## config.mk

```make
export PLATFORM = sky130hd
export DESIGN_NAME = can_id_mask_route_table
export DESIGN_NICKNAME = d
export VERILOG_FILES = /design/src/hdl/cimr_pkg.sv /design/src/hdl/can_id_mask_route_table.sv /design/src/hdl/cimr_table.sv
export SDC_FILE = /design/constraint.sdc
export NUM_CORES = 1
export LEC_CHECK = 0
export ABC_AREA = 1
export ABC_CLOCK_PERIOD_IN_PS = 9800
export BUFFER_PORTS_ARGS = -buffer_cell sky130_fd_sc_hd__buf_2
export CORE_ASPECT_RATIO = 0.7
export CORE_MARGIN = 8
export CORE_UTILIZATION = 40
export DETAILED_ROUTE_END_ITERATION = 12
export SLEW_MARGIN = 20
export SYNTH_ARGS = -nofsm -noshare
export SYNTH_HDL_FRONTEND = slang
export SYNTH_SLANG_ARGS = --single-unit
```

## constraint.sdc

```tcl
create_clock -name clk -period 9.8 [get_ports clk]
set_input_delay 0 -clock clk [delete_from_list [all_inputs] [get_ports clk]]
set_output_delay 0 -clock clk [all_outputs]
set_load 0.01 [all_outputs]
```

## src/hdl/cimr_pkg.sv

```systemverilog
`timescale 1ns / 1ps
// ----------------------------------------------------------------------------
// cimr_pkg: shared types and constants for the CAN id/mask route table
// Operation and status codes, item layouts and the stored route record.
// ----------------------------------------------------------------------------
package cimr_pkg;

    localparam int FUNC_W      = 3;
    localparam int ID_W        = 29;
    localparam int IDX_FIELD_W = 4;
    localparam int STATUS_W    = 2;
    localparam int HIT_W       = 4;
    localparam int ENT_W       = 5;
    localparam int CTR_W       = 32;

    localparam logic [FUNC_W-1:0] FUNC_FRAME  = 3'd0;
    localparam logic [FUNC_W-1:0] FUNC_ADD    = 3'd1;
    localparam logic [FUNC_W-1:0] FUNC_REMOVE = 3'd2;
    localparam logic [FUNC_W-1:0] FUNC_SET_EN = 3'd3;
    localparam logic [FUNC_W-1:0] FUNC_CLEAR  = 3'd4;

    localparam logic [STATUS_W-1:0] ST_OK    = 2'd0;
    localparam logic [STATUS_W-1:0] ST_RANGE = 2'd1;
    localparam logic [STATUS_W-1:0] ST_FULL  = 2'd2;

    localparam logic [ID_W-1:0] STD_LIMIT = 29'h0000_07FF;
    localparam logic [ID_W-1:0] EXT_LIMIT = 29'h1FFF_FFFF;

    // Results per frame are capped; the counter must hold the cap itself.
    localparam int RESULT_CAP = 16;
    localparam int HIT_CNT_W  = $clog2(RESULT_CAP + 1);

    typedef struct packed {
        logic [FUNC_W-1:0]      func;
        logic [ID_W-1:0]        identifier;
        logic [ID_W-1:0]        mask;
        logic                   id_type;
        logic [IDX_FIELD_W-1:0] entry_index;
        logic                   enable;
    } req_t;

    typedef struct packed {
        logic [STATUS_W-1:0] status;
        logic [HIT_W-1:0]    hit_index;
        logic                matched;
        logic                last;
        logic [ENT_W-1:0]    entries_used;
        logic [CTR_W-1:0]    frames_seen;
        logic [CTR_W-1:0]    frames_unmatched;
    } rsp_t;

    typedef struct packed {
        logic [ID_W-1:0] ident;
        logic [ID_W-1:0] mask;
        logic            extended;
        logic            enabled;
    } entry_t;

endpackage

```

## src/hdl/can_id_mask_route_table.sv

```systemverilog
`timescale 1ns / 1ps
// ----------------------------------------------------------------------------
// can_id_mask_route_table: CAN acceptance filter with an id/mask route table
// Frame: one table read and one compare per stored route, then the final
//   result; earlier hits leave during the compares. Remove: a read and a
//   shifting write per shifted route; set enable: a read and a write-back.
//   One item at a time: req_stall is high until the last result sits in the
//   output register, and a stalled output holds the sequencer. Reset empties
//   the table at once.
// ----------------------------------------------------------------------------
module can_id_mask_route_table #(
    parameter int ROUTES = 16
) (
    input  logic           clk,
    input  logic           rst_n,
    input  logic           req_valid,
    output logic           req_stall,
    input  cimr_pkg::req_t req,
    output logic           rsp_valid,
    input  logic           rsp_stall,
    output cimr_pkg::rsp_t rsp
);
    import cimr_pkg::*;

    localparam int IDX_W = (ROUTES > 1) ? $clog2(ROUTES) : 1;
    localparam int CNT_W = $clog2(ROUTES + 1);
    localparam int CMP_W = (CNT_W > IDX_FIELD_W) ? CNT_W : IDX_FIELD_W;

    // Sequencer states, one-hot.
    typedef enum logic [7:0] {
        S_IDLE  = 8'b0000_0001,  // wait for an item
        S_EXEC  = 8'b0000_0010,  // decode and do the work that needs no table read
        S_READ  = 8'b0000_0100,  // table read in flight
        S_CMP   = 8'b0000_1000,  // compare one route against the frame
        S_SHIFT = 8'b0001_0000,  // write a route one slot down
        S_ENWR  = 8'b0010_0000,  // write back a route with a new enable bit
        S_EMIT  = 8'b0100_0000,  // hand over a single non-frame result
        S_FIN   = 8'b1000_0000   // hand over the final frame result
    } state_t;

    state_t                state_reg,      state_next;
    req_t                  op_reg,         op_next;
    logic [CNT_W-1:0]      ptr_reg,        ptr_next;
    logic [CNT_W-1:0]      count_reg,      count_next;
    logic [CTR_W-1:0]      seen_reg,       seen_next;
    logic [CTR_W-1:0]      unm_reg,        unm_next;
    logic [HIT_CNT_W-1:0]  hit_cnt_reg,    hit_cnt_next;
    logic                  pend_valid_reg, pend_valid_next;
    logic [IDX_W-1:0]      pend_idx_reg,   pend_idx_next;
    logic [STATUS_W-1:0]   res_status_reg, res_status_next;
    logic [HIT_W-1:0]      res_hit_reg,    res_hit_next;
    logic                  rsp_valid_reg,  rsp_valid_next;
    rsp_t                  rsp_reg,        rsp_next;

    // Table port
    logic             wr_en;
    logic [IDX_W-1:0] wr_addr;
    entry_t           wr_data;
    entry_t           rd_data;

    // Shared datapath
    logic             route_hit;
    logic             out_free;
    logic [CNT_W-1:0] ptr_inc;
    logic [CNT_W-1:0] ptr_dec;
    logic [CMP_W-1:0] idx_ext;
    logic [CMP_W-1:0] cnt_ext;
    logic [CMP_W-1:0] src_first;
    logic [ID_W-1:0]  limit;
    logic             add_over;

    cimr_table #(
        .DEPTH (ROUTES)
    ) u_table (
        .clk     (clk),
        .wr_en   (wr_en),
        .wr_addr (wr_addr),
        .wr_data (wr_data),
        .rd_addr (ptr_reg[IDX_W-1:0]),
        .rd_data (rd_data)
    );

    // The one compare unit: route vs. frame under the route's mask.
    assign route_hit = rd_data.enabled && (rd_data.extended == op_reg.id_type) &&
                       (((op_reg.identifier ^ rd_data.ident) & rd_data.mask) == '0);

    // Output register can take a result when empty or being drained.
    assign out_free = !rsp_valid_reg || !rsp_stall;

    assign ptr_inc   = ptr_reg + CNT_W'(1);
    assign ptr_dec   = ptr_reg - CNT_W'(1);
    assign idx_ext   = CMP_W'(op_reg.entry_index);
    assign cnt_ext   = CMP_W'(count_reg);
    assign src_first = idx_ext + CMP_W'(1);

    // Range check for add: standard ids and masks are limited to 11 bits.
    assign limit    = op_reg.id_type ? EXT_LIMIT : STD_LIMIT;
    assign add_over = (op_reg.identifier > limit) || (op_reg.mask > limit);

    assign req_stall = (state_reg != S_IDLE);
    assign rsp_valid = rsp_valid_reg;
    assign rsp       = rsp_reg;

    always_comb
    begin
        state_next      = state_reg;
        op_next         = op_reg;
        ptr_next        = ptr_reg;
        count_next      = count_reg;
        seen_next       = seen_reg;
        unm_next        = unm_reg;
        hit_cnt_next    = hit_cnt_reg;
        pend_valid_next = pend_valid_reg;
        pend_idx_next   = pend_idx_reg;
        res_status_next = res_status_reg;
        res_hit_next    = res_hit_reg;
        rsp_valid_next  = rsp_valid_reg && rsp_stall;
        rsp_next        = rsp_reg;
        wr_en           = 1'b0;
        wr_addr         = ptr_reg[IDX_W-1:0];
        wr_data         = rd_data;

        unique case (state_reg)
            S_IDLE:
            begin
                // Capture the item; the work starts next cycle.
                if (req_valid)
                begin
                    op_next    = req;
                    state_next = S_EXEC;
                end
            end

            S_EXEC:
            begin
                res_status_next = ST_OK;
                res_hit_next    = '0;
                state_next      = S_EMIT;
                case (op_reg.func)
                    FUNC_FRAME:
                    begin
                        seen_next       = seen_reg + CTR_W'(1);
                        hit_cnt_next    = '0;
                        pend_valid_next = 1'b0;
                        ptr_next        = '0;
                        state_next      = (count_reg == '0) ? S_FIN : S_READ;
                    end
                    FUNC_ADD:
                    begin
                        // Range is checked before room.
                        if (add_over)
                        begin
                            res_status_next = ST_RANGE;
                        end
                        else if (count_reg >= CNT_W'(ROUTES))
                        begin
                            res_status_next = ST_FULL;
                        end
                        else
                        begin
                            wr_en            = 1'b1;
                            wr_addr          = count_reg[IDX_W-1:0];
                            wr_data.ident    = op_reg.identifier;
                            wr_data.mask     = op_reg.mask;
                            wr_data.extended = op_reg.id_type;
                            wr_data.enabled  = 1'b1;
                            count_next       = count_reg + CNT_W'(1);
                            res_hit_next     = HIT_W'(count_reg);
                        end
                    end
                    FUNC_REMOVE:
                    begin
                        if (idx_ext >= cnt_ext)
                        begin
                            res_status_next = ST_RANGE;
                        end
                        else if (src_first < cnt_ext)
                        begin
                            // Shift later routes down, starting with the next one.
                            ptr_next   = CNT_W'(src_first);
                            state_next = S_READ;
                        end
                        else
                        begin
                            count_next = count_reg - CNT_W'(1);
                        end
                    end
                    FUNC_SET_EN:
                    begin
                        if (idx_ext >= cnt_ext)
                        begin
                            res_status_next = ST_RANGE;
                        end
                        else
                        begin
                            ptr_next   = CNT_W'(op_reg.entry_index);
                            state_next = S_READ;
                        end
                    end
                    FUNC_CLEAR:
                    begin
                        // Routes past the count are never read before written.
                        count_next = '0;
                    end
                    default:
                    begin
                        res_status_next = ST_RANGE;
                    end
                endcase
            end

            S_READ:
            begin
                case (op_reg.func)
                    FUNC_FRAME:  state_next = S_CMP;
                    FUNC_REMOVE: state_next = S_SHIFT;
                    default:     state_next = S_ENWR;
                endcase
            end

            S_CMP:
            begin
                // A new hit pushes out the pending one, and waits while the output is busy.
                if (!(route_hit && pend_valid_reg && !out_free))
                begin
                    if (route_hit)
                    begin
                        pend_valid_next = 1'b1;
                        pend_idx_next   = ptr_reg[IDX_W-1:0];
                        hit_cnt_next    = hit_cnt_reg + HIT_CNT_W'(1);
                        if (pend_valid_reg)
                        begin
                            rsp_valid_next            = 1'b1;
                            rsp_next.status           = ST_OK;
                            rsp_next.hit_index        = HIT_W'(pend_idx_reg);
                            rsp_next.matched          = 1'b1;
                            rsp_next.last             = 1'b0;
                            rsp_next.entries_used     = ENT_W'(count_reg);
                            rsp_next.frames_seen      = seen_reg;
                            rsp_next.frames_unmatched = unm_reg;
                        end
                    end
                    ptr_next = ptr_inc;
                    if ((ptr_inc == count_reg) ||
                        (route_hit && (hit_cnt_reg == HIT_CNT_W'(RESULT_CAP - 1))))
                    begin
                        state_next = S_FIN;
                    end
                    else
                    begin
                        state_next = S_READ;
                    end
                end
            end

            S_SHIFT:
            begin
                wr_en    = 1'b1;
                wr_addr  = ptr_dec[IDX_W-1:0];
                wr_data  = rd_data;
                ptr_next = ptr_inc;
                if (ptr_inc < count_reg)
                begin
                    state_next = S_READ;
                end
                else
                begin
                    count_next = count_reg - CNT_W'(1);
                    state_next = S_EMIT;
                end
            end

            S_ENWR:
            begin
                wr_en           = 1'b1;
                wr_data         = rd_data;
                wr_data.enabled = op_reg.enable;
                state_next      = S_EMIT;
            end

            S_EMIT:
            begin
                if (out_free)
                begin
                    rsp_valid_next            = 1'b1;
                    rsp_next.status           = res_status_reg;
                    rsp_next.hit_index        = res_hit_reg;
                    rsp_next.matched          = 1'b0;
                    rsp_next.last             = 1'b1;
                    rsp_next.entries_used     = ENT_W'(count_reg);
                    rsp_next.frames_seen      = seen_reg;
                    rsp_next.frames_unmatched = unm_reg;
                    state_next                = S_IDLE;
                end
            end

            S_FIN:
            begin
                if (out_free)
                begin
                    rsp_valid_next            = 1'b1;
                    rsp_next.status           = ST_OK;
                    rsp_next.last             = 1'b1;
                    rsp_next.entries_used     = ENT_W'(count_reg);
                    rsp_next.frames_seen      = seen_reg;
                    if (pend_valid_reg)
                    begin
                        rsp_next.hit_index        = HIT_W'(pend_idx_reg);
                        rsp_next.matched          = 1'b1;
                        rsp_next.frames_unmatched = unm_reg;
                    end
                    else
                    begin
                        // No route matched: count it and report the new total.
                        unm_next                  = unm_reg + CTR_W'(1);
                        rsp_next.hit_index        = '0;
                        rsp_next.matched          = 1'b0;
                        rsp_next.frames_unmatched = unm_reg + CTR_W'(1);
                    end
                    state_next = S_IDLE;
                end
            end

            default:
            begin
                state_next = S_IDLE;
            end
        endcase
    end

    // Control state
    always_ff @(posedge clk or negedge rst_n)
    begin
        if (!rst_n)
        begin
            state_reg      <= S_IDLE;
            count_reg      <= '0;
            seen_reg       <= '0;
            unm_reg        <= '0;
            hit_cnt_reg    <= '0;
            pend_valid_reg <= 1'b0;
            rsp_valid_reg  <= 1'b0;
        end
        else
        begin
            state_reg      <= state_next;
            count_reg      <= count_next;
            seen_reg       <= seen_next;
            unm_reg        <= unm_next;
            hit_cnt_reg    <= hit_cnt_next;
            pend_valid_reg <= pend_valid_next;
            rsp_valid_reg  <= rsp_valid_next;
        end
    end

    // Payload and working registers
    always_ff @(posedge clk)
    begin
        op_reg         <= op_next;
        ptr_reg        <= ptr_next;
        pend_idx_reg   <= pend_idx_next;
        res_status_reg <= res_status_next;
        res_hit_reg    <= res_hit_next;
        rsp_reg        <= rsp_next;
    end

endmodule

```

## src/hdl/cimr_table.sv

```systemverilog
`timescale 1ns / 1ps
// ----------------------------------------------------------------------------
// cimr_table: route storage
// One write port and one read port with registered read data, no reset.
// ----------------------------------------------------------------------------
module cimr_table #(
    parameter int DEPTH = 16,
    localparam int ADDR_W = (DEPTH > 1) ? $clog2(DEPTH) : 1
) (
    input  logic              clk,
    input  logic              wr_en,
    input  logic [ADDR_W-1:0] wr_addr,
    input  cimr_pkg::entry_t  wr_data,
    input  logic [ADDR_W-1:0] rd_addr,
    output cimr_pkg::entry_t  rd_data
);
    import cimr_pkg::*;

    entry_t mem [DEPTH];

    always_ff @(posedge clk)
    begin
        if (wr_en)
        begin
            mem[wr_addr] <= wr_data;
        end
    end

    always_ff @(posedge clk)
    begin
        rd_data <= mem[rd_addr];
    end

endmodule

```

; ---- Yosys cells after proc, flatten, opt, wreduce, memory -nomap -nowiden
; Memories as Yosys holds them, arrays and structs flattened. A register that Yosys moved wholly into a read port is not among the register bits.
; Index checks and enable logic that the tools add are counted.
[word_totals]
ff_bits = 243
ram_bits = 960
out_inout_bits = 79
wordCells = 174
n_memories = 1
[op_classes]
addsub = 8
n_lt_le_gt_ge = 6
n_eq_ne = 33
muxes = 65
n_bitwise = 4
n_reduce_logical = 33
[mem_list]
columns = name, depth, word_bits, rd, rd_clocked_by_memory_dff, write_ports, line_no
row1 = u_table.mem, 16, 60, 1, 1, 1, cimr_table.sv:19  ; entry_t mem [DEPTH];
[op_table]
columns = cell, n
row1 = 2-to-1 mux 77 bit, 5
row2 = case mux 77 bit (3 select lines), 1
row3 = 2-to-1 mux 60 bit, 3
row4 = case mux 60 bit (2 select lines), 1
row5 = 2-to-1 mux 5 bit, 13
row6 = adder 32 x 1 -> 32 bit (second input constant), 2
row7 = greater-than comparator 29 bit, 2
row8 = case mux 8 bit (7 select lines), 1
row9 = case mux 5 bit (3 select lines), 3
row10 = 2-to-1 mux 8 bit, 5
row11 = 2-to-1 mux 32 bit, 1
row12 = AND 29 bit, 1
row13 = logical NOT 29 bit, 1
row14 = 2-to-1 mux 29 bit, 1
row15 = XOR 29 bit, 1
row16 = 2-to-1 mux 7 bit, 4
row17 = case mux 8 bit (3 select lines), 1
row18 = case mux 5 bit (2 select lines), 2
row19 = != test 3 bit (second input constant), 6
row20 = != test 2 bit (second input constant), 8
row21 = adder 5 x 1 -> 5 bit (second input constant), 3
row22 = 2-to-1 mux 1 bit, 13
row23 = 2-to-1 mux 4 bit, 3
row24 = case mux 6 bit (2 select lines), 1
row25 = 43 further kinds, 67

; ---- Longest topological paths before layout
[logic_depth]
word_depth = 9
mapped_depth = 18
mapped_depth_nobuf = 18

; ---- By module
; A second synthesis with hierarchy kept.
[hier_totals]
cells_unflattened = 5524
hier_area_um2 = 55772.2
[modules_own_cells]
columns = module, n_inst, cells_per_inst, area_per_inst_um2, seq_area_each_um2
row1 = cimr_table, 1, 3950, 42213.0, 30028.8
row2 = can_id_mask_route_table, 1, 1574, 13559.3, 6877.8

; ---- Worst setup path after synthesis
; No wires, ideal clock.
[synth_timing]
path_type = reg-to-reg
from = register op_reg[5] (netlist bit)
to = memory u_table.mem[0][0] (netlist bit), enable pin
setup_time_ns = 0.478
arrival_time_ns = 5.093
setup_slack_ns = 4.229
path_stages_with_launch = 15
path_buffers = 0
cell_sequence = edfxtp_1 inv_1 ha_1 a21o_1 nor2_1 nand2_1 nand2_1 nand3_1 nand2_1 nand3_2 o21ai_1 inv_1 nor2_1 nand2_1 nor2_1
[synth_between]
elab_chain_cells = 8
[synth_rtl]
columns = element, line_no
row1 = "start, declared", can_id_mask_route_table.sv:42  ; req_t op_reg, op_next;
row2 = "start signal, assigned", can_id_mask_route_table.sv:359  ; op_reg <= op_next;
row3 = 2-to-1 mux 29 bit *, can_id_mask_route_table.sv:97  ; assign limit = op_reg.id_type ? EXT_LIMIT : STD_LIMIT;
row4 = greater-than comparator 29 bit, can_id_mask_route_table.sv:98  ; assign add_over = (op_reg.identifier > limit) || (op_reg.mask > limit);
row5 = logical OR 1 bit *, can_id_mask_route_table.sv:98
row6 = 2-to-1 mux 1 bit, can_id_mask_route_table.sv:151  ; if (add_over)
row7 = 2-to-1 mux 1 bit, can_id_mask_route_table.sv:139  ; case (op_reg.func)
row8 = case mux 1 bit (2 select lines), can_id_mask_route_table.sv:123  ; unique case (state_reg)
row9 = 2-to-1 mux 1 bit, cimr_table.sv:23  ; if (wr_en)
row10 = 2-to-1 mux 1 bit (not written as such), cimr_table.sv:25  ; mem[wr_addr] <= wr_data;
row11 = "end, declared", cimr_table.sv:19
; Mark *: on every way between the ends. The rest lies on a longest branch, timed or not.

==> reports/results.md <==
| Item | This run | Unit |
|---|---|---|
| Total overflow reported by the global router | 0 | - |
| Mean Syn Cell Area | 12.5 | µm² |
| Share of layout cells above drive strength 1 | 11.7 | % |
| Type of element launching the critical path | register | - |
| Hold Fails Final Rpt | 0 | - |
| Pwr Total | 13.1 | mW |
| Cts repair resizes | 0 | - |
| Quantity of hold-fixing buffers added after cts | 104 | - |
| Port Buf Inserts | 149 | - |
| FF+latch count, synth | 1,263 | - |
| Max clock buf depth | 3 | - |
| Area delta synth->final | 15.6 | % |
| Die Width | 445 | µm |
| Pin count of the biggest net entering global routing | 241 | - |
| Main flop type after synthesis | edfxtp_1 | - |
| Sequential-to-total area share from yosys stat | 71.6 | % |
| Number of ports placed on the die boundary | 150 | - |
| Number of antenna violations at the first check in global routing | 0 | - |
| Routability-driven placement congestion ratio | 0.889 | - |
| Detail Placement HPWL | 81,200 | µm |
| Measured slew at the worst slew-check pin | 1.53 | ns |
| Tightest slew margin relative to the limit | -1.77 | % |
| DRC Markers | 0 | - |
| Sum of negative setup slack | 0 | ns |
| Minimum setup slack among reg-to-reg paths | 4.36 | ns |
| Top library cells by usage in the layout, fill and taps aside | 1,119 x edfxtp_1, 620 x o21ai_0, 595 x nor2_1 | - |
| Commonest non-fill, non-tap cell in the layout | edfxtp_1 | - |
| Type of the tightest min-delay check | input port to register | - |
| Initial core utilization | 40.2 | % |
| Synth cell types | 50 | - |
| Req. time, crit path | 10.17 | ns |
| Fraction of synthesis flops using an asynchronous set or reset pin | 6.65 | % |
| Worst clock skew | 0.0544 | ns |
| Number of setup violations in the final report | 0 | - |
| Post-synthesis instance total | 4,111 | - |
| Number of routed nets with antenna violations | 0 | - |
| Sink Count | 1,263 | - |
| Wire length of the first global-routing pass | 212,000 | µm |
| Max Transition Viols Final | 64 | - |
| Violations in the final reports | max-slew violations | - |
| Clock network latency to the later pin of the worst-skew pair | 0.76 | ns |
| Post-CTS Setup Repair Bufs | 0 | - |
| Die height | 316 | µm |
| Critical path origin | op_reg[5]$_DFFE_PP_ | - |
| Critical path fanouts, max | 47 | - |
| Post-route clock period utilization | 55.5 | % |
| TritonCTS clock tree | yes | - |
| Class of the most critical setup path | register to register | - |
| Detailed Routing Iterations Pass 1 | 8 | - |
| Number of global-route vias before repair | 31,900 | - |
| DRT Wirelength | 144,000 | µm |
| Total global-route track usage | 19.7 | % |
| Average vias per placed instance | 5.54 | - |
| Final Critical Period | 5.44 | ns |
| Leakage dissipation | 20.9 | nW |
| Initial DRC Count | 4,059 | - |
| Nature of the critical path endpoint | register | - |
| Endpoint of the lowest-slack register-to-register path | u_table.mem[13][8]$_DFFE_PP_ | - |
| Area of all placed cells without fillers | 59,600 | µm² |
| Floorplan Core Area | 128,000 | µm² |
| Data arrival at the endpoint of the critical path | 5.82 | ns |
| FILL cells | 11,500 | - |
| Highest clock rate | 184 | MHz |
| Final routed wire length divided by cell count | 23.5 | µm |
| Number of warnings printed during yosys synthesis | 0 | - |
| Post-CTS clock slew at the launch and capture registers of the worst setup and hold paths | 0.07 | ns |
| Netlist Area Pre-Place | 51,600 | µm² |
| H-tree level count | 3 | - |
| # Max-Cap Violations | 0 | - |
| TritonCTS Buffers | 117 | - |
| Total power density per cell area | 219 | nW/µm² |
| Number of rows created at floorplan | 110 | - |
| Nets | 4,435 | - |
| Setup repair after global routing missed its margin | no | - |
| Worst voltage drop across the vdd grid | 160 | µV |
| Placed instance area | 54,300 | µm² |
| CTS Root Cell | clkbuf_16 | - |
| Vias after detailed routing | 34,000 | - |
| Flip-flop count of the largest register, all copies and words added | 960 | - |
| Post-synth EDFFs | 1,119 | - |
| Reg2Reg Launch Point | op_reg[5]$_DFFE_PP_ | - |
| Synthesized net count | 4,242 | - |
| Die area | 141,000 | µm² |
| Worst R2R Path Depth | 13 | - |
| Run status | complete, but fails checks | - |
| Crit path to | u_table.mem[13][8]$_DFFE_PP_ | - |
per-stage QoR:
step | util (%) | hold WS, ns | std cells | setup WS [ns]
4_1_cts | 46.3 | 0.00259 | 6143 | 4.42
6_report | 46.5 | 0.0315 | 6146 | 4.36
5_1_grt | 46.4 | 0.0110 | 6144 | 4.08
2_1_floorplan | - | -0.296 | 4111 | 4.23
3_3_place_gp | 42.3 | -0.0409 | 5814 | 4.52
3_5_place_dp | 42.3 | -0.0417 | 5816 | 4.48
routing by layer:
layer | vias up | global-route usage, % | routed length [µm]
li1 | 15600 | - | -
met1 | 17000 | 29.2 | 65100
met2 | 1244 | 29.7 | 64200
met3 | 172 | 3.90 | 11200
met4 | 0 | 5.52 | 3640
met5 | - | 0 | 0
synthesized netlist by cell type (27+ instances only):
cell / instances / area share (%)
nand4_1: 30 / 0.36
inv_1: 135 / 0.98
ha_1: 60 / 1.5
o21ai_0: 620 / 6.0
xor2_1: 56 / 0.95
o221ai_1: 178 / 3.0
o22ai_1: 67 / 0.81
nor2_1: 613 / 4.5
edfxtp_1: 1119 / 65
clkbuf_1: 211 / 1.5
dfrtp_1: 83 / 4.0
o211ai_1: 65 / 0.95
nor3_1: 27 / 0.26
a2bb2oi_1: 47 / 0.80
nand3_1: 115 / 1.1
nand2_1: 428 / 3.1
dfxtp_1: 60 / 2.3
a21oi_1: 34 / 0.33
area by class of cell:
type	instances	area [µm²]	share of cell area [%]
antenna	2	5.00	0.00840
clock buffer	158	3280	5.51
clock inverter	65	717	1.20
inverter	150	579	0.972
multi-input combinational	2453	13500	22.7
sequential	1263	36900	61.9
tap	1736	2170	3.65
timing repair buffer	319	2390	4.01
worst min-delay path by stage:
stage,from,endpoint,depth (start not counted)
after floorplan,rst_n,cnt_ext[0]$_DFFE_PN0P_,0
after global placement,rst_n,unm_reg[23]$_DFFE_PN0P_,1
after detailed placement,rst_n,unm_reg[31]$_DFFE_PN0P_,1
after CTS,req[23],op_reg[23]$_DFFE_PP_,2
after global routing,req[36],op_reg[36]$_DFFE_PP_,2
final,req[35],op_reg[35]$_DFFE_PP_,2
power by group:
group,internal [mW],switching [mW],total (mW)
clock network,2.66,2.07,4.73
registers,6.36,0.201,6.56
logic,0.499,1.29,1.79
total,9.52,3.56,13.1
worst max-delay path, stage by stage (launching register included):
cell and delay (ns):
edfxtp_1 0.40, inv_1 0.09, buf_4 0.39, ha_1 0.36, a21oi_1 0.16, nand3_1 0.09, a21oi_1 0.21, nand3_1 0.12
nand2_2 0.21, nand3_4 0.34, buf_4 0.44, inv_2 0.61, buf_4 0.62, a2bb2oi_1 0.97
logic make-up (layout without fill, tap and decap cells):
family / after synthesis / in the layout / synth area share, %
AO/OA/AOI/OAI: 1048 / 1048 / 12.4
buffers and inverters: 395 / 692 / 2.93
other: 0 / 2 / 0
multiplexers: 1 / 1 / 0.0218
flip-flops: 1263 / 1263 / 71.6
AND/OR/NAND/NOR: 1265 / 1265 / 10.3
adder cells (fa/ha/maj): 60 / 60 / 1.46
XOR/XNOR: 79 / 79 / 1.34
Power figures use the tool's default switching activity.
